<file path="config.mk">
export PLATFORM = sky130hd
export DESIGN_NAME = traffic_cellular_automaton_step
export DESIGN_NICKNAME = d
export VERILOG_FILES = /design/src/rtl/core/tcas_pkg.sv /design/src/rtl/core/tcas_site_ram.sv /design/src/rtl/core/tcas_next_ram.sv /design/src/rtl/core/tcas_car_update.sv /design/src/rtl/core/traffic_cellular_automaton_step.sv
export SDC_FILE = /design/constraint.sdc
export NUM_CORES = 1
export LEC_CHECK = 0
export BUFFER_PORTS_ARGS = -buffer_cell sky130_fd_sc_hd__buf_2
export CAP_MARGIN = 20
export CORE_ASPECT_RATIO = 0.75
export CORE_UTILIZATION = 54
export CTS_CLUSTER_SIZE = 24
export DETAILED_ROUTE_END_ITERATION = 10
export GPL_ROUTABILITY_DRIVEN = 0
export MAX_ROUTING_LAYER = met4
export PLACE_DENSITY = 0.68
export SYNTH_ARGS = -nofsm -noshare
export SYNTH_HDL_FRONTEND = slang
export SYNTH_SLANG_ARGS = --single-unit
</file>
<file path="constraint.sdc">
create_clock -name clk -period 8.95 [get_ports clk]
set_clock_uncertainty 0.2 [all_clocks]
set_input_delay 0.4475 -clock clk [delete_from_list [all_inputs] [get_ports clk]]
set_output_delay 0.4475 -clock clk [all_outputs]
set_load 0.005 [all_outputs]
</file>
<file path="src/rtl/core/tcas_pkg.sv">
package tcas_pkg;

    // road geometry
    localparam int MAX_SITES        = 64;
    localparam int SITE_AW          = $clog2(MAX_SITES);
    localparam int LEN_W            = SITE_AW + 1;
    localparam int OPEN_CLEAR_SITES = 3;
    localparam int MIN_LEN          = 4;

    // site contents
    localparam int VEL_W = 4;
    localparam logic [VEL_W-1:0] EMPTY_SITE = 4'd15;
    localparam logic [VEL_W-1:0] VMAX_HI    = 4'd14;
    localparam logic [VEL_W-1:0] VMAX_LO    = 4'd1;

    // random generator
    localparam int RNG_W = 16;
    localparam logic [RNG_W-1:0] LFSR_TAPS = 16'hB400;
    localparam logic [RNG_W-1:0] RNG_RESET = 16'd1;

    // configuration port
    localparam int CFG_AW = 3;
    localparam int CFG_DW = 16;

    typedef enum logic [CFG_AW-1:0] {
        CFG_VMAX        = 3'd0,
        CFG_PERIODIC    = 3'd1,
        CFG_ROAD_LENGTH = 3'd2,
        CFG_THRESHOLD   = 3'd3,
        CFG_RNG_SEED    = 3'd4
    } tcas_cfg_t;

    typedef enum logic [1:0] {
        OP_LOAD = 2'd0,
        OP_READ = 2'd1,
        OP_TICK = 2'd2,
        OP_NOP  = 2'd3
    } tcas_op_t;

    typedef enum logic [3:0] {
        ST_IDLE,
        ST_LOAD_RD,
        ST_LOAD_WR,
        ST_READ_RD,
        ST_READ_WAIT,
        ST_COUNT,
        ST_CLEAR,
        ST_SCAN,
        ST_LAST,
        ST_DRAIN,
        ST_COPY,
        ST_DONE
    } tcas_state_t;

    // one car handed to the velocity unit
    typedef struct packed {
        logic               vld;
        logic [SITE_AW-1:0] pos;
        logic [VEL_W-1:0]   vel;
        logic [LEN_W-1:0]   gap;
        logic               limited;
    } car_job_t;

    // write into the next-road store
    typedef struct packed {
        logic               en;
        logic [SITE_AW-1:0] addr;
        logic [VEL_W-1:0]   data;
    } next_wr_t;

endpackage

</file>
<file path="src/rtl/core/tcas_site_ram.sv">
module tcas_site_ram (
    input  logic                         clk,
    input  logic                         rst_n,
    input  logic                         we,
    input  logic [tcas_pkg::SITE_AW-1:0] waddr,
    input  logic [tcas_pkg::VEL_W-1:0]   wdata,
    input  logic [tcas_pkg::SITE_AW-1:0] raddr,
    output logic [tcas_pkg::VEL_W-1:0]   rdata
);

    logic [tcas_pkg::VEL_W-1:0]     mem [tcas_pkg::MAX_SITES];
    logic [tcas_pkg::MAX_SITES-1:0] vld_reg;
    logic [tcas_pkg::VEL_W-1:0]     mem_q_reg;
    logic                           vld_q_reg;

    // per-site written flags, a site never written reads as empty
    always_ff @(posedge clk or negedge rst_n)
    begin
        if (!rst_n)
        begin
            vld_reg <= '0;
        end
        else if (we)
        begin
            vld_reg[waddr] <= 1'b1;
        end
    end

    always_ff @(posedge clk)
    begin
        if (we)
        begin
            mem[waddr] <= wdata;
        end
        mem_q_reg <= mem[raddr];
        vld_q_reg <= vld_reg[raddr];
    end

    assign rdata = vld_q_reg ? mem_q_reg : tcas_pkg::EMPTY_SITE;

endmodule

</file>
<file path="src/rtl/core/tcas_next_ram.sv">
module tcas_next_ram (
    input  logic                         clk,
    input  logic                         we,
    input  logic [tcas_pkg::SITE_AW-1:0] waddr,
    input  logic [tcas_pkg::VEL_W-1:0]   wdata,
    input  logic [tcas_pkg::SITE_AW-1:0] raddr,
    output logic [tcas_pkg::VEL_W-1:0]   rdata
);

    logic [tcas_pkg::VEL_W-1:0] mem [tcas_pkg::MAX_SITES];
    logic [tcas_pkg::VEL_W-1:0] rdata_reg;

    // read returns old data on a same-address write
    always_ff @(posedge clk)
    begin
        if (we)
        begin
            mem[waddr] <= wdata;
        end
        rdata_reg <= mem[raddr];
    end

    assign rdata = rdata_reg;

endmodule

</file>
<file path="src/rtl/core/tcas_car_update.sv">
module tcas_car_update (
    input  logic                       clk,
    input  logic                       rst_n,
    input  tcas_pkg::car_job_t         job,
    input  logic [tcas_pkg::VEL_W-1:0] vm,
    input  logic                       ring,
    input  logic [tcas_pkg::LEN_W-1:0] len,
    input  logic [tcas_pkg::RNG_W-1:0] threshold,
    input  logic                       seed_load,
    input  logic [tcas_pkg::RNG_W-1:0] seed,
    output tcas_pkg::next_wr_t         wr
);

    tcas_pkg::car_job_t         job_reg;
    logic [tcas_pkg::RNG_W-1:0] rng_reg;
    logic [tcas_pkg::RNG_W-1:0] rng_next;
    logic [tcas_pkg::RNG_W-1:0] draw;
    logic [tcas_pkg::VEL_W:0]   vel_inc;
    logic [tcas_pkg::VEL_W-1:0] v_acc;
    logic [tcas_pkg::LEN_W-1:0] gap_m1;
    logic [tcas_pkg::VEL_W-1:0] v_brk;
    logic [tcas_pkg::VEL_W-1:0] v_rnd;
    logic [tcas_pkg::LEN_W-1:0] tgt;
    logic                       tgt_out;

    always_ff @(posedge clk or negedge rst_n)
    begin
        if (!rst_n)
        begin
            job_reg <= '0;
        end
        else
        begin
            job_reg <= job;
        end
    end

    // galois step, the new state is the draw
    always_comb
    begin
        draw = {1'b0, rng_reg[tcas_pkg::RNG_W-1:1]};
        if (rng_reg[0])
        begin
            draw = draw ^ tcas_pkg::LFSR_TAPS;
        end
    end

    always_comb
    begin
        rng_next = rng_reg;
        if (seed_load)
        begin
            rng_next = (seed == '0) ? tcas_pkg::RNG_RESET : seed;
        end
        else if (job_reg.vld)
        begin
            rng_next = draw;
        end
    end

    always_ff @(posedge clk or negedge rst_n)
    begin
        if (!rst_n)
        begin
            rng_reg <= tcas_pkg::RNG_RESET;
        end
        else
        begin
            rng_reg <= rng_next;
        end
    end

    // accelerate, brake to the gap, random slowdown, move
    always_comb
    begin
        vel_inc = {1'b0, job_reg.vel} + (tcas_pkg::VEL_W+1)'(1);
        v_acc   = (vel_inc < {1'b0, vm}) ? vel_inc[tcas_pkg::VEL_W-1:0] : vm;
        gap_m1  = job_reg.gap - tcas_pkg::LEN_W'(1);
        v_brk   = v_acc;
        if (job_reg.limited && (tcas_pkg::LEN_W'(v_acc) > gap_m1))
        begin
            v_brk = gap_m1[tcas_pkg::VEL_W-1:0];
        end
        v_rnd = v_brk;
        if ((draw < threshold) && (v_brk != '0))
        begin
            v_rnd = v_brk - tcas_pkg::VEL_W'(1);
        end
        tgt     = tcas_pkg::LEN_W'(job_reg.pos) + tcas_pkg::LEN_W'(v_rnd);
        tgt_out = (tgt >= len);
        if (tgt_out)
        begin
            tgt = tgt - len;
        end
        wr.en   = job_reg.vld && (!tgt_out || ring);
        wr.addr = tgt[tcas_pkg::SITE_AW-1:0];
        wr.data = v_rnd;
    end

endmodule

</file>
<file path="src/rtl/core/traffic_cellular_automaton_step.sv">
// load: LOAD_RD, LOAD_WR, DONE; read: READ_RD, READ_WAIT, DONE; nop: DONE; after a road_length
//   write the next load, read or nop adds a recount pass (COUNT) before DONE
// tick: a CLEAR pass over the next-road store, a SCAN pass of the site store read port,
//   then LAST, DRAIN and a COPY pass of the next-road store read port
// one word in work at a time; a new word is taken while the last result waits
// reset: road empty through per-site written flags, no clearing pass; the next-road store
//   is cleared lazily by the first tick that reaches those sites
module traffic_cellular_automaton_step (
    input  logic                        clk,
    input  logic                        rst_n,
    input  logic                        in_valid,
    output logic                        in_ready,
    input  logic [1:0]                  operation,
    input  logic [tcas_pkg::SITE_AW-1:0] site_index,
    input  logic [tcas_pkg::VEL_W-1:0]  site_value,
    output logic                        out_valid,
    input  logic                        out_ready,
    output logic [tcas_pkg::VEL_W-1:0]  read_value,
    output logic [tcas_pkg::LEN_W-1:0]  car_count,
    input  logic                        cfg_valid,
    output logic                        cfg_ready,
    input  logic [tcas_pkg::CFG_AW-1:0] cfg_index,
    input  logic [tcas_pkg::CFG_DW-1:0] cfg_data
);

    // configuration registers
    logic [tcas_pkg::VEL_W-1:0] vmax_reg;
    logic                       periodic_reg;
    logic [tcas_pkg::LEN_W-1:0] road_length_reg;
    logic [tcas_pkg::RNG_W-1:0] threshold_reg;
    logic                       cfg_wr;

    // sequencer
    tcas_pkg::tcas_state_t state_reg, state_next;

    // item word
    logic [tcas_pkg::SITE_AW-1:0] idx_reg, idx_next;
    logic [tcas_pkg::VEL_W-1:0]   val_reg, val_next;

    // pass control: address pointer, read in flight and its site
    logic [tcas_pkg::LEN_W-1:0]   ptr_reg, ptr_next;
    logic                         pv_reg, pv_next;
    logic [tcas_pkg::SITE_AW-1:0] pp_reg, pp_next;
    logic [tcas_pkg::LEN_W-1:0]   acc_reg, acc_next;

    // running car count, valid unless road_length changed since
    logic [tcas_pkg::LEN_W-1:0]   count_reg, count_next;
    logic                         dirty_reg, dirty_next;
    // next-road sites below this are known empty
    logic [tcas_pkg::LEN_W-1:0]   clean_reg, clean_next;

    // scan tracking: previous car seen and the first car of the road
    logic                         have_prev_reg, have_prev_next;
    logic [tcas_pkg::SITE_AW-1:0] prev_pos_reg, prev_pos_next;
    logic [tcas_pkg::VEL_W-1:0]   prev_vel_reg, prev_vel_next;
    logic [tcas_pkg::SITE_AW-1:0] first_pos_reg, first_pos_next;

    // result
    logic [tcas_pkg::VEL_W-1:0]   rd_reg, rd_next;
    logic                         out_valid_reg, out_valid_next;
    logic [tcas_pkg::VEL_W-1:0]   out_rd_reg, out_rd_next;
    logic [tcas_pkg::LEN_W-1:0]   out_cnt_reg, out_cnt_next;

    // derived limits
    logic [tcas_pkg::LEN_W-1:0]   len_c;
    logic [tcas_pkg::VEL_W-1:0]   vm_c;
    logic                         ring;
    logic                         issue;
    logic                         pass_end;
    logic                         in_road;
    logic                         out_free;

    // memory ports
    logic                         site_we;
    logic [tcas_pkg::SITE_AW-1:0] site_waddr;
    logic [tcas_pkg::VEL_W-1:0]   site_wdata;
    logic [tcas_pkg::SITE_AW-1:0] site_raddr;
    logic [tcas_pkg::VEL_W-1:0]   site_rdata;
    logic                         nxt_we;
    logic [tcas_pkg::SITE_AW-1:0] nxt_waddr;
    logic [tcas_pkg::VEL_W-1:0]   nxt_wdata;
    logic [tcas_pkg::SITE_AW-1:0] nxt_raddr;
    logic [tcas_pkg::VEL_W-1:0]   nxt_rdata;
    logic [tcas_pkg::VEL_W-1:0]   cp_val;

    tcas_pkg::car_job_t job;
    tcas_pkg::next_wr_t car_wr;

    // ---------------------------------------------------------------------
    // configuration port, always ready
    // ---------------------------------------------------------------------
    assign cfg_ready = 1'b1;
    assign cfg_wr    = cfg_valid && cfg_ready;

    always_ff @(posedge clk or negedge rst_n)
    begin
        if (!rst_n)
        begin
            vmax_reg        <= 4'd5;
            periodic_reg    <= 1'b1;
            road_length_reg <= tcas_pkg::LEN_W'(tcas_pkg::MAX_SITES);
            threshold_reg   <= 16'd6554;
        end
        else if (cfg_wr)
        begin
            case (tcas_pkg::tcas_cfg_t'(cfg_index))
                tcas_pkg::CFG_VMAX:
                begin
                    vmax_reg <= cfg_data[tcas_pkg::VEL_W-1:0];
                end
                tcas_pkg::CFG_PERIODIC:
                begin
                    periodic_reg <= cfg_data[0];
                end
                tcas_pkg::CFG_ROAD_LENGTH:
                begin
                    road_length_reg <= cfg_data[tcas_pkg::LEN_W-1:0];
                end
                tcas_pkg::CFG_THRESHOLD:
                begin
                    threshold_reg <= cfg_data[tcas_pkg::RNG_W-1:0];
                end
                default:
                begin
                end
            endcase
        end
    end

    // clamp road length and speed limit into their working ranges
    always_comb
    begin
        len_c = road_length_reg;
        if (road_length_reg < tcas_pkg::LEN_W'(tcas_pkg::MIN_LEN))
        begin
            len_c = tcas_pkg::LEN_W'(tcas_pkg::MIN_LEN);
        end
        else if (road_length_reg > tcas_pkg::LEN_W'(tcas_pkg::MAX_SITES))
        begin
            len_c = tcas_pkg::LEN_W'(tcas_pkg::MAX_SITES);
        end
        vm_c = vmax_reg;
        if (vmax_reg < tcas_pkg::VMAX_LO)
        begin
            vm_c = tcas_pkg::VMAX_LO;
        end
        else if (vmax_reg > tcas_pkg::VMAX_HI)
        begin
            vm_c = tcas_pkg::VMAX_HI;
        end
    end

    assign ring     = periodic_reg;
    assign issue    = (ptr_reg < len_c);
    assign pass_end = !issue && !pv_reg;
    assign in_road  = (tcas_pkg::LEN_W'(idx_reg) < len_c);
    assign out_free = !out_valid_reg || out_ready;
    assign in_ready = (state_reg == tcas_pkg::ST_IDLE);

    // ---------------------------------------------------------------------
    // storage
    // ---------------------------------------------------------------------
    tcas_site_ram u_site_ram (
        .clk   (clk),
        .rst_n (rst_n),
        .we    (site_we),
        .waddr (site_waddr),
        .wdata (site_wdata),
        .raddr (site_raddr),
        .rdata (site_rdata)
    );

    tcas_next_ram u_next_ram (
        .clk   (clk),
        .we    (nxt_we),
        .waddr (nxt_waddr),
        .wdata (nxt_wdata),
        .raddr (nxt_raddr),
        .rdata (nxt_rdata)
    );

    // velocity rule and random generator, one car per cycle at most
    tcas_car_update u_car_update (
        .clk       (clk),
        .rst_n     (rst_n),
        .job       (job),
        .vm        (vm_c),
        .ring      (ring),
        .len       (len_c),
        .threshold (threshold_reg),
        .seed_load (cfg_wr && (tcas_pkg::tcas_cfg_t'(cfg_index) == tcas_pkg::CFG_RNG_SEED)),
        .seed      (cfg_data[tcas_pkg::RNG_W-1:0]),
        .wr        (car_wr)
    );

    // ---------------------------------------------------------------------
    // next state
    // ---------------------------------------------------------------------
    always_comb
    begin
        state_next = state_reg;
        case (state_reg)
            tcas_pkg::ST_IDLE:
            begin
                if (in_valid)
                begin
                    case (tcas_pkg::tcas_op_t'(operation))
                        tcas_pkg::OP_LOAD: state_next = tcas_pkg::ST_LOAD_RD;
                        tcas_pkg::OP_READ: state_next = tcas_pkg::ST_READ_RD;
                        tcas_pkg::OP_TICK: state_next = tcas_pkg::ST_CLEAR;
                        default:
                        begin
                            state_next = dirty_reg ? tcas_pkg::ST_COUNT : tcas_pkg::ST_DONE;
                        end
                    endcase
                end
            end
            tcas_pkg::ST_LOAD_RD:   state_next = tcas_pkg::ST_LOAD_WR;
            tcas_pkg::ST_READ_RD:   state_next = tcas_pkg::ST_READ_WAIT;
            tcas_pkg::ST_LOAD_WR,
            tcas_pkg::ST_READ_WAIT:
            begin
                state_next = dirty_reg ? tcas_pkg::ST_COUNT : tcas_pkg::ST_DONE;
            end
            tcas_pkg::ST_COUNT:
            begin
                if (pass_end)
                begin
                    state_next = tcas_pkg::ST_DONE;
                end
            end
            tcas_pkg::ST_CLEAR:
            begin
                if (!issue)
                begin
                    state_next = tcas_pkg::ST_SCAN;
                end
            end
            tcas_pkg::ST_SCAN:
            begin
                if (pass_end)
                begin
                    state_next = tcas_pkg::ST_LAST;
                end
            end
            tcas_pkg::ST_LAST:  state_next = tcas_pkg::ST_DRAIN;
            tcas_pkg::ST_DRAIN: state_next = tcas_pkg::ST_COPY;
            tcas_pkg::ST_COPY:
            begin
                if (pass_end)
                begin
                    state_next = tcas_pkg::ST_DONE;
                end
            end
            tcas_pkg::ST_DONE:
            begin
                if (out_free)
                begin
                    state_next = tcas_pkg::ST_IDLE;
                end
            end
            default: state_next = tcas_pkg::ST_IDLE;
        endcase
    end

    // open road: clear the last sites, then put a stopped car on an empty site 0
    always_comb
    begin
        cp_val = nxt_rdata;
        if (!ring)
        begin
            if ((tcas_pkg::LEN_W'(pp_reg) + tcas_pkg::LEN_W'(tcas_pkg::OPEN_CLEAR_SITES))
                >= len_c)
            begin
                cp_val = tcas_pkg::EMPTY_SITE;
            end
            else if ((pp_reg == '0) && (nxt_rdata == tcas_pkg::EMPTY_SITE))
            begin
                cp_val = '0;
            end
        end
    end

    // ---------------------------------------------------------------------
    // datapath and memory control
    // ---------------------------------------------------------------------
    always_comb
    begin
        idx_next       = idx_reg;
        val_next       = val_reg;
        ptr_next       = ptr_reg;
        pv_next        = 1'b0;
        pp_next        = pp_reg;
        acc_next       = acc_reg;
        count_next     = count_reg;
        dirty_next     = dirty_reg;
        clean_next     = clean_reg;
        have_prev_next = have_prev_reg;
        prev_pos_next  = prev_pos_reg;
        prev_vel_next  = prev_vel_reg;
        first_pos_next = first_pos_reg;
        rd_next        = rd_reg;
        out_valid_next = out_valid_reg && !out_ready;
        out_rd_next    = out_rd_reg;
        out_cnt_next   = out_cnt_reg;

        site_raddr = idx_reg;
        site_we    = 1'b0;
        site_waddr = pp_reg;
        site_wdata = tcas_pkg::EMPTY_SITE;
        nxt_raddr  = ptr_reg[tcas_pkg::SITE_AW-1:0];
        nxt_we     = car_wr.en;
        nxt_waddr  = car_wr.addr;
        nxt_wdata  = car_wr.data;
        job        = '0;

        // a new road length invalidates the running count
        if (cfg_wr && (tcas_pkg::tcas_cfg_t'(cfg_index) == tcas_pkg::CFG_ROAD_LENGTH))
        begin
            dirty_next = 1'b1;
        end

        case (state_reg)
            tcas_pkg::ST_IDLE:
            begin
                if (in_valid)
                begin
                    idx_next = site_index;
                    val_next = site_value;
                    rd_next  = '0;
                    acc_next = '0;
                    // a tick starts by clearing whatever of the next road is not yet clean
                    ptr_next = (tcas_pkg::tcas_op_t'(operation) == tcas_pkg::OP_TICK) ?
                               clean_reg : '0;
                end
            end
            tcas_pkg::ST_LOAD_RD,
            tcas_pkg::ST_READ_RD:
            begin
                site_raddr = idx_reg;
            end
            tcas_pkg::ST_LOAD_WR:
            begin
                if (in_road)
                begin
                    site_we    = 1'b1;
                    site_waddr = idx_reg;
                    site_wdata = val_reg;
                    count_next = count_reg
                               - tcas_pkg::LEN_W'(site_rdata != tcas_pkg::EMPTY_SITE)
                               + tcas_pkg::LEN_W'(val_reg != tcas_pkg::EMPTY_SITE);
                end
                ptr_next = '0;
                acc_next = '0;
            end
            tcas_pkg::ST_READ_WAIT:
            begin
                rd_next  = in_road ? site_rdata : tcas_pkg::EMPTY_SITE;
                ptr_next = '0;
                acc_next = '0;
            end
            tcas_pkg::ST_COUNT:
            begin
                site_raddr = ptr_reg[tcas_pkg::SITE_AW-1:0];
                if (issue)
                begin
                    pv_next  = 1'b1;
                    pp_next  = ptr_reg[tcas_pkg::SITE_AW-1:0];
                    ptr_next = ptr_reg + tcas_pkg::LEN_W'(1);
                end
                if (pv_reg && (site_rdata != tcas_pkg::EMPTY_SITE))
                begin
                    acc_next = acc_reg + tcas_pkg::LEN_W'(1);
                end
                if (pass_end)
                begin
                    count_next = acc_reg;
                    dirty_next = 1'b0;
                end
            end
            tcas_pkg::ST_CLEAR:
            begin
                if (issue)
                begin
                    nxt_we    = 1'b1;
                    nxt_waddr = ptr_reg[tcas_pkg::SITE_AW-1:0];
                    nxt_wdata = tcas_pkg::EMPTY_SITE;
                    ptr_next  = ptr_reg + tcas_pkg::LEN_W'(1);
                end
                else
                begin
                    ptr_next       = '0;
                    have_prev_next = 1'b0;
                end
            end
            tcas_pkg::ST_SCAN:
            begin
                site_raddr = ptr_reg[tcas_pkg::SITE_AW-1:0];
                if (issue)
                begin
                    pv_next  = 1'b1;
                    pp_next  = ptr_reg[tcas_pkg::SITE_AW-1:0];
                    ptr_next = ptr_reg + tcas_pkg::LEN_W'(1);
                end
                // a car found here fixes the gap of the car behind it
                if (pv_reg && (site_rdata != tcas_pkg::EMPTY_SITE))
                begin
                    if (have_prev_reg)
                    begin
                        job.vld     = 1'b1;
                        job.pos     = prev_pos_reg;
                        job.vel     = prev_vel_reg;
                        job.gap     = tcas_pkg::LEN_W'(pp_reg) - tcas_pkg::LEN_W'(prev_pos_reg);
                        job.limited = 1'b1;
                    end
                    else
                    begin
                        first_pos_next = pp_reg;
                    end
                    have_prev_next = 1'b1;
                    prev_pos_next  = pp_reg;
                    prev_vel_next  = site_rdata;
                end
            end
            tcas_pkg::ST_LAST:
            begin
                // last car: ring gap wraps round to the first car, open road has no limit
                job.vld     = have_prev_reg;
                job.pos     = prev_pos_reg;
                job.vel     = prev_vel_reg;
                job.gap     = len_c - (tcas_pkg::LEN_W'(prev_pos_reg)
                                     - tcas_pkg::LEN_W'(first_pos_reg));
                job.limited = ring;
            end
            tcas_pkg::ST_DRAIN:
            begin
                ptr_next = '0;
                acc_next = '0;
            end
            tcas_pkg::ST_COPY:
            begin
                // copy next road into the site store, leaving the next road clean
                nxt_raddr = ptr_reg[tcas_pkg::SITE_AW-1:0];
                if (issue)
                begin
                    nxt_we    = 1'b1;
                    nxt_waddr = ptr_reg[tcas_pkg::SITE_AW-1:0];
                    nxt_wdata = tcas_pkg::EMPTY_SITE;
                    pv_next   = 1'b1;
                    pp_next   = ptr_reg[tcas_pkg::SITE_AW-1:0];
                    ptr_next  = ptr_reg + tcas_pkg::LEN_W'(1);
                end
                if (pv_reg)
                begin
                    site_we    = 1'b1;
                    site_waddr = pp_reg;
                    site_wdata = cp_val;
                    if (cp_val != tcas_pkg::EMPTY_SITE)
                    begin
                        acc_next = acc_reg + tcas_pkg::LEN_W'(1);
                    end
                end
                if (pass_end)
                begin
                    count_next = acc_reg;
                    dirty_next = 1'b0;
                    if (len_c > clean_reg)
                    begin
                        clean_next = len_c;
                    end
                end
            end
            tcas_pkg::ST_DONE:
            begin
                if (out_free)
                begin
                    out_valid_next = 1'b1;
                    out_rd_next    = rd_reg;
                    out_cnt_next   = count_reg;
                end
            end
            default:
            begin
            end
        endcase
    end

    // ---------------------------------------------------------------------
    // registers
    // ---------------------------------------------------------------------
    always_ff @(posedge clk or negedge rst_n)
    begin
        if (!rst_n)
        begin
            state_reg     <= tcas_pkg::ST_IDLE;
            ptr_reg       <= '0;
            pv_reg        <= 1'b0;
            count_reg     <= '0;
            dirty_reg     <= 1'b0;
            clean_reg     <= '0;
            have_prev_reg <= 1'b0;
            out_valid_reg <= 1'b0;
        end
        else
        begin
            state_reg     <= state_next;
            ptr_reg       <= ptr_next;
            pv_reg        <= pv_next;
            count_reg     <= count_next;
            dirty_reg     <= dirty_next;
            clean_reg     <= clean_next;
            have_prev_reg <= have_prev_next;
            out_valid_reg <= out_valid_next;
        end
    end

    always_ff @(posedge clk)
    begin
        idx_reg       <= idx_next;
        val_reg       <= val_next;
        pp_reg        <= pp_next;
        acc_reg       <= acc_next;
        prev_pos_reg  <= prev_pos_next;
        prev_vel_reg  <= prev_vel_next;
        first_pos_reg <= first_pos_next;
        rd_reg        <= rd_next;
        out_rd_reg    <= out_rd_next;
        out_cnt_reg   <= out_cnt_next;
    end

    assign out_valid  = out_valid_reg;
    assign read_value = out_rd_reg;
    assign car_count  = out_cnt_reg;

endmodule

</file>
# Word-level counts from Yosys, hierarchy flattened
# Memory sizes are Yosys's and may differ from the RTL's. A register that Yosys moved wholly into a read port is not among the register bits.
# Index checks and enable logic that the tools add are counted.
# Widths: inputs -> output; s select.
[totals]
regBits = 211
latch_bits = 0
mem_bits_rw = 512
romBits = 0
input_bits = 36
out_inout_bits = 14
elab_cells = 222
n_memories = 2
[classes]
addsub = 13
multipliers = 0
n_div = 0
n_lt_le_gt_ge = 15
eq_ne = 32
n_shift = 0
mux = 76
bitwise_logic = 3
n_reduce_logical = 51
[memory_table]
columns = ["memory", "words", "word_bits", "rd", "rd_clocked_by_memory_dff", "wr", "line", "text"]
rows = [
  ["u_next_ram.mem", 64, 4, 1, 1, 1, "tcas_next_ram.sv:10", "logic [tcas_pkg::VEL_W-1:0] mem [tcas_pkg::MAX_SITES];"],
  ["u_site_ram.mem", 64, 4, 1, 1, 1, "tcas_site_ram.sv:11", "logic [tcas_pkg::VEL_W-1:0] mem [tcas_pkg::MAX_SITES];"],
]
[ops]
columns = ["op", "n"]
rows = [
  ["$mux 4", 21],
  ["$mux 7", 12],
  ["$mux 16", 4],
  ["$or 64x64->64", 1],
  ["$pmux 7 s4", 2],
  ["$pmux 4 s10", 1],
  ["$mux 19", 2],
  ["$pmux 19 s2", 1],
  ["$mux 6", 6],
  ["$eq 4x4->1 const B", 5],
  ["$mux 1", 19],
  ["$ne 2x2->1 const B", 9],
  ["$reduce_and 2->1", 9],
  ["$eq 4x3->1 const B", 4],
  ["$logic_not 16->1", 1],
  ["$lt 16x16->1", 1],
  ["$pmux 4 s2", 2],
  ["$reduce_and 3->1", 5],
  ["$add 7x1->7 const B", 2],
  ["$ge 7x7->1", 2],
  ["$lt 6x7->1 const B", 2],
  ["$pmux 7 s2", 1],
  ["$sub 6x6->7", 2],
  ["$ne 4x4->1 const B", 3],
  ["45 further kinds", 73],
]

# Longest topological paths before layout
[depth]
word_depth = 20
ltp_mapped = 31

# By module
# Synthesis repeated with hierarchy kept, for this count alone.
[hier_totals]
cells_unflattened = 2203
hier_area_um2 = 33061.7
[by_module_without_submodules]
columns = ["mod", "n_inst", "cells_each", "area_each_um2", "seq_area_each_um2"]
rows = [
  ["tcas_site_ram", 1, 710, 13062.5, 9389.0],
  ["tcas_next_ram", 1, 531, 10341.2, 7767.4],
  ["traffic_cellular_automaton_step", 1, 683, 6957.9, 3061.7],
  ["tcas_car_update", 1, 279, 2700.1, 877.1],
]

# Worst setup path after synthesis
# OpenSTA, ideal clock, no wires.
[synth_path]
kind = "register -> register"
start = "register u_car_update.job_reg[8] (netlist name)"
end = "memory u_next_ram.mem[54][0] (netlist name), enable pin"
setup_time_ns = 0.333
arrival_ns = 7.064
required_time_ns = 8.417
path_slack_ns = 1.354
path_stages_with_launch = 30
n_path_buf = 2
synth_period_minus_slack_ns = 7.596
cell_sequence = "dfrtp_1 > ha_1 > xor2_1 > ha_1 > a21o_1 > a211o_1 > a21oi_1 > mux2i_1 > inv_1 > ha_1 > nor2b_1 > o211ai_1 > a21oi_1 > nand3_1 > mux2i_1 > or4b_2 > o21ai_0 > ha_1 > and3_1 > o211ai_1 > a21oi_1 > or2_2 > ha_1 > o211ai_1 > o21a_1 > o211a_1 > or4_4 > buf_6 > buf_6 > nor3_2"
[synth_between]
elab_chain_cells = 18
elab_cells_between_ends = 23
classes_between = "4 x add/sub; 3 x order compare; 10 x mux; 6 x reduce/logical"
[synth_rtl]
columns = ["item", "line", "text"]
rows = [
  ["from (decl)", "tcas_car_update.sv:14", "tcas_pkg::car_job_t job_reg;"],
  ["from (signal assigned)", "tcas_car_update.sv:34", "job_reg <= job;"],
  ["$add 4x1->5 (*)", "tcas_car_update.sv:76", "vel_inc = {1'b0, job_reg.vel} + (tcas_pkg::VEL_W+1)'(1);"],
  ["$lt 5x4->1", "tcas_car_update.sv:77", "v_acc = (vel_inc < {1'b0, vm}) ? vel_inc[tcas_pkg::VEL_W-1:0] : vm;"],
  ["$mux 4 (*)", "tcas_car_update.sv:77", ""],
  ["$gt 4x7->1", "tcas_car_update.sv:80", "if (job_reg.limited && (tcas_pkg::LEN_W'(v_acc) > gap_m1))"],
  ["$logic_and 1x1->1", "tcas_car_update.sv:80", ""],
  ["$mux 4 (*)", "tcas_car_update.sv:80", ""],
  ["parallel branches: the longest is 2 deep, another holds $sub 4x1->4", "-", ""],
  ["$mux 4 (*)", "tcas_car_update.sv:85", "if ((draw < threshold) && (v_brk != '0))"],
  ["$add 6x4->7 (*)", "tcas_car_update.sv:89", "tgt = tcas_pkg::LEN_W'(job_reg.pos) + tcas_pkg::LEN_W'(v_rnd);"],
  ["$ge 7x7->1", "tcas_car_update.sv:90", "tgt_out = (tgt >= len);"],
  ["$logic_not 1->1", "tcas_car_update.sv:95", "wr.en = job_reg.vld && (!tgt_out || ring);"],
  ["$logic_or 1x1->1", "tcas_car_update.sv:95", ""],
  ["$logic_and 1x1->1", "tcas_car_update.sv:95", ""],
  ["$mux 1", "traffic_cellular_automaton_step.sv:383, traffic_cellular_automaton_step.sv:444", ""],
  ["$mux 1", "-", ""],
  ["$mux 1", "tcas_next_ram.sv:16", "if (we)"],
  ["$mux 1 (implied by the code)", "tcas_next_ram.sv:18", "mem[waddr] <= wdata;"],
  ["to (decl)", "tcas_next_ram.sv:10", ""],
]
# Mark *: on every way between the ends.

# Final worst setup path
[layout_path]
start = "register u_car_update.job_reg[8] (netlist name)"
end = "memory u_next_ram.mem[16][3] (netlist name), enable pin"
# Same word-level chain as after synthesis.

==> flow_summary.yaml <==
synthesis:
  synth_commonest_cells: "edfxtp_1, nand2_1, dfrtp_1"
  synth.yosys.warnings: 0
  synth_seq_cells: 731
  synth_compound_area_share_pct: 10.18
  synthArstFlopShare_pct: 21.34
  ys_seq_area_share_pct: 62.69
  synthTopCellsByArea: "edfxtp_1, dfrtp_1, mux4_2"
  synth_xor_area_share_pct: 0.8329
  muxShareOfSynthArea_pct: 8.761
  syn_nets: 2685
  synth-simple-area-share_pct: 10.13
  synth_fa_ha_area_share_pct: 3.867
  synth.cell_area_sq_um: 33650
  synth_edf_count: 566
  synth.top_cell.area_share_pct: 50.51
  post-synth-top-area-cell: "edfxtp_1"
  synth_top_family_by_area: "compound AO/OA/AOI/OAI gates"
  yosysUniqueCellTypes: 85
  avgSynthCellArea_sq_um: 13.19
  synth_cells: 2551
  synth_most_common_cell: "edfxtp_1"
  synthFlopType: "edfxtp_1"
power_and_ir_drop:
  pwr-share-clk_pct: 25.2
  internal-power_mw: 7.468
  ir_drop_mv: 0.3076
  power_density_nw_per_um2: 315.4
  fin_total_pwr_mw: 11.80
  p_leak_nw: 13.54
  switchingPower_mw: 4.331
  p_comb_share_pct: 34.6
  seq_power_share_pct: 40.2
  switching_share_pct: 36.70
setup_path:
  cp.required_ps: 9000
  slowest_delay_ps: 620
  worst-setup-path-type: "reg2reg"
  end_kind: "flip-flop"
  r2r_start: "u_car_update.job_reg[8]"
  cpMostUsedCell: "ha_1"
  crit_slowest_cell: "or4b_2"
  worstPathArrival_ps: 8570
  path_max_fanout: 16
  worst_setup_path_start_kind: "flip-flop"
  crit_path_start: "u_car_update.job_reg[8]"
detailed_routing:
  drtAntennaViolNets: 0
  wl_per_cell_um: 24.26
  avgViaCountPerCell: 6.330
  dr.pass1.iters: 6
  drc_errors: 0
  wirelength_um: 84060
  via_count: 21930
  drtIter0Drc: 2622
worst_hold_path:
  worst_hold_path_type: "in2reg"
  worstHoldStart: "cfg_index[0]"
timing:
  layout_worst_path_cycle_share_pct: 95.15
  timing.slew.headroom_pct: 19.62
  rsz0062_at_grt: "yes"
  slew_violations: 0
  max_slew.worst_pin.slew_ps: 1203
  hold_viol: 0
  fin_setup_tns_ps: 0
  finalSetupViolCount: 0
  timing.fmax_mhz: 117.4
  fin_crit_ps: 8516
place:
  hpwlAfterDp_um: 53460
  port_buffers: 48
  dpl.cell_count: 3302
finish:
  diodes: 0
  area_delta_synth_final_pct: 11.16
  stdcell_count: 3465
  layout-drive-gt1-share_pct: 15.01
  regArea_sq_um: 21100
  nets: 2741
  utilization_pct: 61.32
  num-fill-cells: 4510
  multiInputGateArea_sq_um: 11470
clocking:
  clkTransAtPathRegs_ps: 60
  cts_buffers: 71
  clkSinkCount: 731
  clock_latency_ps: 630
  postCtsSetupRepairBufs: 0
  clk_path_buf_depth: 3
  tritoncts: "built"
  root_buffer: "clkbuf_16"
  htree_levels: 3
global_routing:
  grt_pass1_wl_um: 130100
  grt_overflow_total: 0
  grt_pass1_vias: 21630
  antenna_found_initial: 1
  grt_max_degree: 112
  track_usage_pct: 27.70
run:
  maxCapViolations: 0
floorplan:
  dieHeight_um: 218.2
  rows: 78
  die_w_um: 290.2
  initial_core_util_pct: 55.17
  core-area_sq_um: 61000
  io_pins: 50
  die_area_sq_um: 63320
run_status:
  outcome: "finished clean"
[area by class of cell]
type                            count  area share, %
Sequential cell                   731          56.41
Multi-Input combinational cell   1528          30.67
Clock buffer                       92          5.238
Tap cell                          800          2.676
Timing Repair Buffer              130          2.653
Inverter                          145          1.455
Clock inverter                     39         0.8931
[worst max-delay path: cells and delay by family, from the launching register on]
kind | cells | cell delay [ps]
and+or+nand+nor | 7 | 2130
xor gates and xnor gates | 1 | 300
AOI/OAI and AO/OA | 12 | 2800
DFF | 1 | 420
muxes | 2 | 630
buffers and inverters | 2 | 220
adders and majority gates | 5 | 1490
[final timing paths]
check | cells past startpoint | slack [ps] | end
worst max register to register | 29 | 430 | u_next_ram.mem[16][3]
worst min-delay path | 3 | 30 | periodic_reg
worst max-delay path | 29 | 430 | u_next_ram.mem[16][3]
max in group asynchronous | 4 | 7160 | ptr_reg[1]
worst min register to register | 0 | 220 | read_value[1]
min in group asynchronous | 2 | 260 | u_car_update.rng_reg[4]
[power groups by stage]
stage	clock network, mW	registers (mW)	logic, mW
after global placement	0	4.79	3.88
final	2.97	4.75	4.08
after floorplan	0	4.69	2.78
after detailed placement	0	4.80	3.99
after CTS	3.00	4.74	4.02
after global routing	3.13	4.79	4.43
[per-layer routing]
metal / track usage (%) / up-vias / routed length [um]
li1: - / 9746 / -
met1: 41.42 / 11000 / 38050
met2: 39.50 / 1052 / 36590
met3: 4.536 / 139 / 7593
met4: 7.128 / 0 / 1827
met5: - / - / 0
[logic make-up after synthesis]
kind of cell | Yosys count
AOI/OAI and AO/OA | 474
xor gates and xnor gates | 32
adders and majority gates | 98
buffers and inverters | 292
DFF | 731
muxes | 185
other | 1
and+or+nand+nor | 738
[stage by stage]
stage	setup WS, ps	hold WS, ps	area [sq um]
floorplan	1354	-48.09	33650
CTS	347.5	6.145	37290
global route	-29.80	25.29	37400
finish	434.1	26.47	37400
global placement	662.5	207.4	34690
detailed placement	360.7	207.2	34720
[cells in the final DEF, fill, tap and decap left out, types with 35 or more instances in the layout]
cell | Yosys | routed
a211oi_1 | 91 | 91
a21oi_1 | 63 | 61
a311oi_1 | 41 | 41
buf_2 | 37 | 47
buf_4 | 2 | 51
clkbuf_16 | 0 | 73
dfrtp_1 | 144 | 142
edfxtp_1 | 566 | 566
ha_1 | 88 | 88
inv_1 | 142 | 142
mux2_2 | 36 | 35
mux2i_1 | 65 | 64
mux4_2 | 84 | 84
nand2_1 | 298 | 298
nand3_1 | 83 | 83
nor2_1 | 141 | 141
nor3_1 | 81 | 72
o21ai_0 | 63 | 61
o21bai_1 | 59 | 59
[repair_timing]
action                     in CTS  in global routing
setup endpoints to repair       0                 43
hold buffers                   28                  0
hold endpoints to repair      117                  0
gates resized for setup         0                  8
Power figures use the tool's default switching activity.
